==> config.mk <==
export PLATFORM = sky130hd
export DESIGN_NAME = stroke_cubic_control_points_top
export DESIGN_NICKNAME = d
export VERILOG_FILES = /design/src/scc_pkg.sv /design/src/scc_seg_gen.sv /design/src/scc_seg_queue.sv /design/src/stroke_cubic_control_points_top.sv
export VERILOG_INCLUDE_DIRS = /design/src /design/src/src
export SDC_FILE = /design/constraint.sdc
export NUM_CORES = 2
export LEC_CHECK = 0
export BUFFER_PORTS_ARGS = -buffer_cell sky130_fd_sc_hd__buf_2
export CAP_MARGIN = 15
export CORE_MARGIN = 3
export CORE_UTILIZATION = 40
export CTS_BUF_LIST = sky130_fd_sc_hd__clkbuf_8
export DETAILED_ROUTE_END_ITERATION = 8
export SKIP_CTS_REPAIR_TIMING = 1
export SLEW_MARGIN = 20
export SYNTH_ARGS = -nofsm -noshare
export SYNTH_HDL_FRONTEND = slang
export SYNTH_SLANG_ARGS = --single-unit
==> constraint.sdc <==
create_clock -name clk -period 17.65 [get_ports clk]
set_input_delay 1.765 -clock clk [delete_from_list [all_inputs] [get_ports clk]]
set_output_delay 1.765 -clock clk [all_outputs]
set_load 0.02 [all_outputs]
==> src/stroke_cubic_control_points_top_macros.svh <==
// assertion macros shared by the stroke to cubic blocks
// they expect clk and arst_n in the enclosing module
`ifndef STROKE_CUBIC_CONTROL_POINTS_TOP_MACROS_SVH
`define STROKE_CUBIC_CONTROL_POINTS_TOP_MACROS_SVH

// condition holds on every clock out of reset
`define SCC_ASSERT_ALWAYS(label, cond, msg) \
	label: assert property (@(posedge clk) disable iff (!arst_n) (cond)) else $error(msg);

// consequence holds in the same cycle
`define SCC_ASSERT_IMP(label, pre, post, msg) \
	label: assert property (@(posedge clk) disable iff (!arst_n) (pre) |-> (post)) else $error(msg);

// consequence holds in the next cycle
`define SCC_ASSERT_NEXT(label, pre, post, msg) \
	label: assert property (@(posedge clk) disable iff (!arst_n) (pre) |=> (post)) else $error(msg);

`endif

==> src/scc_pkg.sv <==
package scc_pkg;

	// coordinate width, signed Q16.4
	localparam int COORD_BITS = 20;

	typedef logic signed [COORD_BITS-1:0] coord_t;

	typedef enum logic [1:0] {
		KIND_MOVE  = 2'd0,
		KIND_LINE  = 2'd1,
		KIND_CUBIC = 2'd2
	} seg_kind_t;

	// input word: one stroke point
	typedef struct packed {
		coord_t point_x;
		coord_t point_y;
		logic   stroke_end;
	} point_word_t;

	// output word: one path segment
	typedef struct packed {
		seg_kind_t segment_kind;
		coord_t    ctrl_a_x;
		coord_t    ctrl_a_y;
		coord_t    ctrl_b_x;
		coord_t    ctrl_b_y;
		coord_t    target_x;
		coord_t    target_y;
		logic      path_done;
	} seg_word_t;

	// segments made by one point, handed to the result queue
	typedef struct packed {
		logic      push0;
		logic      push1;
		seg_word_t seg0;
		seg_word_t seg1;
	} seg_push_t;

endpackage

==> src/scc_seg_gen.sv <==
module scc_seg_gen
	import scc_pkg::*;
(
	input  logic        clk,
	input  logic        arst_n,
	input  logic        fire,
	input  point_word_t pt,
	output seg_push_t   push
);

	localparam int EW = COORD_BITS + 2;
	localparam logic signed [EW-1:0] SAT_HI = EW'((2**(COORD_BITS-1)) - 1);
	localparam logic signed [EW-1:0] SAT_LO = -SAT_HI - EW'(1);

	// floor((a - b) / 8), sign extended
	function automatic logic signed [EW-1:0] tan_step(input coord_t a, input coord_t b);
		logic signed [COORD_BITS:0] d;
		d = (COORD_BITS+1)'(a) - (COORD_BITS+1)'(b);
		return EW'(d >>> 3);
	endfunction

	function automatic coord_t sat_c(input logic signed [EW-1:0] v);
		coord_t r;
		if (v > SAT_HI) begin
			r = SAT_HI[COORD_BITS-1:0];
		end else if (v < SAT_LO) begin
			r = SAT_LO[COORD_BITS-1:0];
		end else begin
			r = v[COORD_BITS-1:0];
		end
		return r;
	endfunction

	function automatic coord_t plus_t(input coord_t p, input logic signed [EW-1:0] t);
		return sat_c(EW'(p) + t);
	endfunction

	function automatic coord_t minus_t(input coord_t p, input logic signed [EW-1:0] t);
		return sat_c(EW'(p) - t);
	endfunction

	// stroke state
	coord_t older_x_q, older_y_q, newer_x_q, newer_y_q, pend_x_q, pend_y_q;
	logic [1:0] seen_q;

	coord_t older_x_d, older_y_d, newer_x_d, newer_y_d, pend_x_d, pend_y_d;
	logic [1:0] seen_d;

	logic signed [EW-1:0] mid_tx, mid_ty, end_tx, end_ty, first_tx, first_ty;
	coord_t out_x, out_y;

	// tangents for the held point and for the incoming point
	always_comb begin
		mid_tx   = tan_step(pt.point_x, older_x_q);
		mid_ty   = tan_step(pt.point_y, older_y_q);
		end_tx   = tan_step(pt.point_x, newer_x_q);
		end_ty   = tan_step(pt.point_y, newer_y_q);
		first_tx = end_tx;
		first_ty = end_ty;
		out_x    = plus_t(newer_x_q, mid_tx);
		out_y    = plus_t(newer_y_q, mid_ty);
	end

	// segment selection and next state
	always_comb begin
		push      = '0;
		older_x_d = older_x_q;
		older_y_d = older_y_q;
		newer_x_d = newer_x_q;
		newer_y_d = newer_y_q;
		pend_x_d  = pend_x_q;
		pend_y_d  = pend_y_q;
		seen_d    = seen_q;
		case (seen_q)
			2'd0: begin
				if (!pt.stroke_end) begin
					newer_x_d = pt.point_x;
					newer_y_d = pt.point_y;
					seen_d    = 2'd1;
				end
			end
			2'd1: begin
				push.push0             = 1'b1;
				push.seg0.segment_kind = KIND_MOVE;
				push.seg0.target_x     = newer_x_q;
				push.seg0.target_y     = newer_y_q;
				if (pt.stroke_end) begin
					push.push1             = 1'b1;
					push.seg1.segment_kind = KIND_LINE;
					push.seg1.target_x     = pt.point_x;
					push.seg1.target_y     = pt.point_y;
					push.seg1.path_done    = 1'b1;
					older_x_d = '0;
					older_y_d = '0;
					newer_x_d = '0;
					newer_y_d = '0;
					pend_x_d  = '0;
					pend_y_d  = '0;
					seen_d    = 2'd0;
				end else begin
					pend_x_d  = plus_t(newer_x_q, first_tx);
					pend_y_d  = plus_t(newer_y_q, first_ty);
					older_x_d = newer_x_q;
					older_y_d = newer_y_q;
					newer_x_d = pt.point_x;
					newer_y_d = pt.point_y;
					seen_d    = 2'd2;
				end
			end
			2'd2: begin
				push.push0             = 1'b1;
				push.seg0.segment_kind = KIND_CUBIC;
				push.seg0.ctrl_a_x     = pend_x_q;
				push.seg0.ctrl_a_y     = pend_y_q;
				push.seg0.ctrl_b_x     = minus_t(newer_x_q, mid_tx);
				push.seg0.ctrl_b_y     = minus_t(newer_y_q, mid_ty);
				push.seg0.target_x     = newer_x_q;
				push.seg0.target_y     = newer_y_q;
				if (pt.stroke_end) begin
					push.push1             = 1'b1;
					push.seg1.segment_kind = KIND_CUBIC;
					push.seg1.ctrl_a_x     = out_x;
					push.seg1.ctrl_a_y     = out_y;
					push.seg1.ctrl_b_x     = minus_t(pt.point_x, end_tx);
					push.seg1.ctrl_b_y     = minus_t(pt.point_y, end_ty);
					push.seg1.target_x     = pt.point_x;
					push.seg1.target_y     = pt.point_y;
					push.seg1.path_done    = 1'b1;
					older_x_d = '0;
					older_y_d = '0;
					newer_x_d = '0;
					newer_y_d = '0;
					pend_x_d  = '0;
					pend_y_d  = '0;
					seen_d    = 2'd0;
				end else begin
					pend_x_d  = out_x;
					pend_y_d  = out_y;
					older_x_d = newer_x_q;
					older_y_d = newer_y_q;
					newer_x_d = pt.point_x;
					newer_y_d = pt.point_y;
				end
			end
			default: begin
				seen_d = 2'd0;
			end
		endcase
		push.push0 = push.push0 & fire;
		push.push1 = push.push1 & fire;
	end

	// state update on each consumed point
	always_ff @(posedge clk or negedge arst_n) begin
		if (!arst_n) begin
			older_x_q <= '0;
			older_y_q <= '0;
			newer_x_q <= '0;
			newer_y_q <= '0;
			pend_x_q  <= '0;
			pend_y_q  <= '0;
			seen_q    <= 2'd0;
		end else if (fire) begin
			older_x_q <= older_x_d;
			older_y_q <= older_y_d;
			newer_x_q <= newer_x_d;
			newer_y_q <= newer_y_d;
			pend_x_q  <= pend_x_d;
			pend_y_q  <= pend_y_d;
			seen_q    <= seen_d;
		end
	end

	`include "stroke_cubic_control_points_top_macros.svh"

	`SCC_ASSERT_ALWAYS(a_seen_range, seen_q != 2'd3, "point count out of range")
	`SCC_ASSERT_NEXT(a_end_clears, fire && pt.stroke_end, seen_q == 2'd0, "stroke end kept state")
	`SCC_ASSERT_NEXT(a_two_need_end, push.push1, seen_q == 2'd0, "second segment without stroke end")

endmodule

==> src/scc_seg_queue.sv <==
module scc_seg_queue
	import scc_pkg::*;
(
	input  logic      clk,
	input  logic      arst_n,
	input  seg_push_t push,
	output logic      room,
	output logic      seg_valid,
	input  logic      seg_stall,
	output seg_word_t seg
);

	localparam int Q_DEPTH = 4;
	localparam int PW = $clog2(Q_DEPTH);
	localparam int CW = $clog2(Q_DEPTH + 1);

	seg_word_t mem_q [Q_DEPTH];
	logic [PW-1:0] wr_ptr_q, rd_ptr_q;
	logic [CW-1:0] cnt_q;
	logic pop;
	logic [CW-1:0] n_push;

	assign pop       = seg_valid & ~seg_stall;
	assign seg_valid = (cnt_q != '0);
	assign seg       = mem_q[rd_ptr_q];
	// room for two words without looking at this cycle's pop
	assign room      = (cnt_q <= CW'(Q_DEPTH - 2));
	assign n_push    = CW'(push.push0) + CW'(push.push1);

	// storage, up to two writes per cycle
	always_ff @(posedge clk) begin
		if (push.push0) begin
			mem_q[wr_ptr_q] <= push.seg0;
		end
		if (push.push1) begin
			mem_q[wr_ptr_q + PW'(1)] <= push.seg1;
		end
	end

	// pointers and fill count
	always_ff @(posedge clk or negedge arst_n) begin
		if (!arst_n) begin
			wr_ptr_q <= '0;
			rd_ptr_q <= '0;
			cnt_q    <= '0;
		end else begin
			wr_ptr_q <= wr_ptr_q + PW'(n_push);
			if (pop) begin
				rd_ptr_q <= rd_ptr_q + PW'(1);
			end
			cnt_q <= cnt_q + n_push - CW'(pop);
		end
	end

	`include "stroke_cubic_control_points_top_macros.svh"

	`SCC_ASSERT_ALWAYS(a_cnt_max, cnt_q <= CW'(Q_DEPTH), "queue over depth")
	`SCC_ASSERT_NEXT(a_push_order, push.push1 && !push.push0, 1'b0, "second word without first")
	`SCC_ASSERT_NEXT(a_push_room, (push.push0 || push.push1) && !room, 1'b0, "write with no room")

endmodule

==> src/stroke_cubic_control_points_top.sv <==
// an accepted point waits in the input register, then fires into the result queue.
// throughput: one point per cycle; a point that ends a stroke of two or more points
// gives two words, which leave the four-word queue one per cycle when seg_stall
// is low; the input register waits while the queue holds more than two words
// reset: arst_n clears the stroke state, queue pointers and valid flags at once
module stroke_cubic_control_points_top
	import scc_pkg::*;
(
	input  logic        clk,
	input  logic        arst_n,
	input  logic        point_valid,
	output logic        point_stall,
	input  point_word_t point,
	output logic        seg_valid,
	input  logic        seg_stall,
	output seg_word_t   seg
);

	logic        valid_s1;
	point_word_t point_s1;
	logic        room;
	logic        fire;
	seg_push_t   push;

	assign fire        = valid_s1 & room;
	assign point_stall = valid_s1 & ~room;

	// input register
	always_ff @(posedge clk or negedge arst_n) begin
		if (!arst_n) begin
			valid_s1 <= 1'b0;
		end else if (!point_stall) begin
			valid_s1 <= point_valid;
		end
	end

	always_ff @(posedge clk) begin
		if (point_valid && !point_stall) begin
			point_s1 <= point;
		end
	end

	// segment generation and stroke state
	scc_seg_gen u_gen (
		.clk    (clk),
		.arst_n (arst_n),
		.fire   (fire),
		.pt     (point_s1),
		.push   (push)
	);

	// result queue
	scc_seg_queue u_queue (
		.clk       (clk),
		.arst_n    (arst_n),
		.push      (push),
		.room      (room),
		.seg_valid (seg_valid),
		.seg_stall (seg_stall),
		.seg       (seg)
	);

endmodule
==> impl_results.rst <==
.. list-table::
   :header-rows: 1

   * - Metric
     - Value
   * - Register cell area after layout
     - slightly below 20000 µm²
   * - DRT antenna net count
     - 0
   * - Final-layout setup total negative slack
     - 0 ps
   * - Global-route wire length before repair
     - around 200000 µm
   * - CTS Root Buffer Type
     - sky130_fd_sc_hd__clkbuf_8
   * - Fraction of the cycle the final worst path needs
     - roughly 39%
   * - Count of TritonRoute iterations in the first routing pass
     - 5
   * - Filler instances
     - 9900
   * - Min Clock Period, post-route
     - 6840 ps
   * - Starting density of the core
     - about two fifths
   * - CTS tree
     - yes
   * - CP Class
     - reg -> reg
   * - Status
     - finished clean
   * - Sequential fraction of the synthesis area
     - a little under half
   * - H-tree Lvls
     - 3
   * - Actual slew at the worst max-slew pin
     - ~1100 ps
   * - Total CTS buffers
     - 110
   * - Clock input transition at the sequential cells of the worst setup and hold paths
     - 60 ps
   * - Number of synthesized flops with an enable pin
     - between 500 and 600
   * - Warnings from Yosys
     - 0
   * - Iter 0 DRT Violations
     - 3097
   * - FF+latch count, synth
     - approximately 660
   * - Hold/Removal Path Class
     - reg -> reg
   * - Die Y
     - 331 µm
   * - CP startpoint kind
     - register
   * - Arrival time of data at the critical path endpoint
     - between 7000 and 8000 ps
   * - Worst relative slew slack
     - approximately 24%
   * - Die Wd
     - approximately 330 µm
   * - Netlist area before placement
     - 42200 µm²
   * - Skew final
     - approximately 31 ps
   * - Core footprint
     - approximately 100000 µm²
   * - Top cells by area, synth
     - sky130_fd_sc_hd__edfxtp_1, sky130_fd_sc_hd__dfrtp_1, sky130_fd_sc_hd__ha_1
   * - Detailed-route DRC error count
     - 0
   * - Number of global-route vias before repair
     - 31600
   * - Fin. Hold Viols
     - 0
   * - DIE AREA
     - 109000 µm²
   * - Wire length reported by the detailed router
     - ~130000 µm
   * - Worst-case clock buffer depth
     - 3
   * - Sort of element at the end of the critical path
     - register
   * - Critical path's largest stage delay
     - approximately 650 ps
   * - Number of cell rows
     - between 100 and 150
   * - Relative area change from synthesis to final layout
     - 10.1%
   * - GR Overflow Total
     - 0
   * - Most numerous cell in the Yosys netlist
     - sky130_fd_sc_hd__nand2_1
   * - Count of different cell masters after synthesis
     - 100
   * - Count of nets after finishing
     - between 4000 and 5000
   * - Mapped Cells
     - ~4100
   * - Final Wtd Congestion
     - between 0.9 and 1
   * - List of cells traversed by the critical path
     - ha_1 > a21o_1 > a21o_1 > a32oi_1 > a211o_1 > o21ai_1 > o41ai_1 > o21a_1 > o21ai_1 > o31ai_1 > ha_1 > or4_1 > nor3_1 > a21oi_2 > mux2_2 > nor3b_4 > or2_0 > a2bb2oi_1
   * - Routed vias
     - 33000
   * - Largest net degree at the start of global routing
     - 99
   * - Average instance area after synthesis
     - about 10 µm²
   * - Clock latency on the worst-skew pair
     - just under 800 ps
   * - Total global routing track utilization
     - a little under a quarter
   * - Slowest-stage cell, CP
     - sky130_fd_sc_hd__nor3b_4
   * - Highest achievable clock rate
     - roughly 150 MHz
   * - Maximum fanout count along the critical path
     - 14
   * - RSZ-0062 raised after global routing
     - false
   * - Boundary Pins
     - 170
   * - Port buffer count
     - around 170
   * - Data required time of the worst path
     - 18250 ps
   * - Half-perimeter wire length of the detailed placement result
     - roughly 93000 µm
   * - Most frequent cells after synthesis
     - sky130_fd_sc_hd__nand2_1, sky130_fd_sc_hd__edfxtp_1, sky130_fd_sc_hd__o21ai_0
   * - Vias per cell
     - 5.81
   * - Fraction of final layout cells sized beyond drive strength 1
     - between 10 and 15%
   * - Most area-hungry cell type in the Yosys netlist
     - sky130_fd_sc_hd__edfxtp_1
   * - Antenna violations before repair
     - 1
   * - Number of clock sinks seen by CTS
     - around 660
   * - Final setup violation count
     - 0
   * - Synthesized Nets
     - approximately 4400
   * - Most frequently used flop master after synthesis
     - sky130_fd_sc_hd__edfxtp_1
   * - Count of pins over their slew limit
     - 0
   * - Area fraction of the dominant cell type after synthesis
     - 37.9%
   * - Proportion of synthesized flip-flops having asynchronous set or reset
     - about a fifth
   * - Average wire per cell in the routed design
     - 23.1 µm
   * - Max_cap viols
     - 0
   * - Multi-input logic area
     - approximately 21000 µm²
==> kinds of logic after synthesis <==
logic type      synth area share (%)
mux                             7.66
fa+ha+maj                       7.87
simple gates                    12.9
xor+xnor                        3.86
buf+inv                         4.24
compound gates                  17.8
flops                           45.7
==> area by class of cell <==
cell class                      count  area share, %
Sequential cell                   663           41.5
Inverter                          228           1.85
Tap cell                         1380           3.72
Antenna cell                        2         0.0108
Timing Repair Buffer              211           2.51
Multi-Input combinational cell   2982           45.8
Clock buffer                      116           3.44
Clock inverter                     91           1.14
==> sequential cells by signal (all words and copies together) (netlist names) <==
name	count
u_gen.older_y_q	20
u_queue.wr_ptr_q	2
u_gen.pend_x_q	20
u_gen.seen_q	2
u_gen.pend_y_q	20
u_gen.newer_x_q	20
point_s1	41
u_gen.older_x_q	20
valid_s1	1
u_queue.cnt_q	3
u_queue.mem_q	492
u_queue.rd_ptr_q	2
u_gen.newer_y_q	20
==> metrics by stage <==
step	util, %	hold slack [ps]	setup slack (ps)	std cells	cell area [µm²]
floorplan	-	441	6370	4103	42200
global placement	42.6	460	10830	5464	44300
detailed placement	42.6	466	10970	5464	44300
CTS	44.6	479	10870	5671	46400
global route	44.6	500	10380	5672	46400
finish	44.6	474	10810	5673	46400
==> worst paths after layout <==
path	start	endpoint	cells after the start	slack, ps
max	point_s1[25]	u_queue.mem_q[0][70]	18	10810
min reg2reg	u_gen.older_y_q[18]	u_gen.older_y_q[18]	2	470
max in group asynchronous	arst_n	u_gen.pend_x_q[10]	2	15270
max reg2reg	point_s1[25]	u_queue.mem_q[0][70]	18	10810
min	u_gen.older_y_q[18]	u_gen.older_y_q[18]	2	470
min in group asynchronous	arst_n	u_gen.newer_y_q[2]	1	1070
==> routing by layer <==
metal  vias to the layer above  wire, µm  track usage (%)
li1                      15300         -                -
met1                     16200     61800             36.1
met2                      1256     56200             34.9
met3                       167     10300             4.11
met4                         0      2560             5.55
met5                         -         0                0
==> critical path, delay by kind of cell (launching register included) <==
kind            cells  cell delay, ps
compound gates     11            2970
simple gates        4            1940
fa+ha+maj           2             920
flops               1             510
mux                 1             330
==> cells in the final DEF (no fill, tap or decap), types with 13 or more instances in the layout <==
cell                        count
sky130_fd_sc_hd__nand2b_1      45
sky130_fd_sc_hd__or3_1         20
sky130_fd_sc_hd__a211oi_1      14
sky130_fd_sc_hd__buf_2        168
sky130_fd_sc_hd__o21ai_1       15
sky130_fd_sc_hd__o31a_1        13
sky130_fd_sc_hd__xnor2_1      132
sky130_fd_sc_hd__and3_1        17
sky130_fd_sc_hd__nor2_1       213
sky130_fd_sc_hd__a21oi_1      185
sky130_fd_sc_hd__a21boi_0      19
sky130_fd_sc_hd__a22oi_1       41
sky130_fd_sc_hd__nor3_1        38
sky130_fd_sc_hd__o21ai_0      455
sky130_fd_sc_hd__clkinv_2      25
sky130_fd_sc_hd__mux2i_1       35
sky130_fd_sc_hd__buf_4         42
sky130_fd_sc_hd__dfrtp_1      128
sky130_fd_sc_hd__nor2b_1       41
sky130_fd_sc_hd__nand3_1      178
sky130_fd_sc_hd__a221oi_1      35
sky130_fd_sc_hd__o31ai_1       54
sky130_fd_sc_hd__o21a_1        37
sky130_fd_sc_hd__clkbuf_8     116
sky130_fd_sc_hd__a2bb2oi_1     15
sky130_fd_sc_hd__ha_1         249
sky130_fd_sc_hd__a21o_1        66
sky130_fd_sc_hd__o22a_1        25
sky130_fd_sc_hd__xor2_1        54
sky130_fd_sc_hd__o22ai_1       26
sky130_fd_sc_hd__mux4_2       123
sky130_fd_sc_hd__nand4_1       13
sky130_fd_sc_hd__and2_1        23
sky130_fd_sc_hd__inv_1        259
sky130_fd_sc_hd__edfxtp_1     533
sky130_fd_sc_hd__o21bai_1      23
sky130_fd_sc_hd__o211ai_1      21
sky130_fd_sc_hd__clkinv_1      23
sky130_fd_sc_hd__nand2_1      546
Power is left out: the tool's default activity adds up to more than one toggle a clock period on the data nets, which glitch-free logic cannot reach.
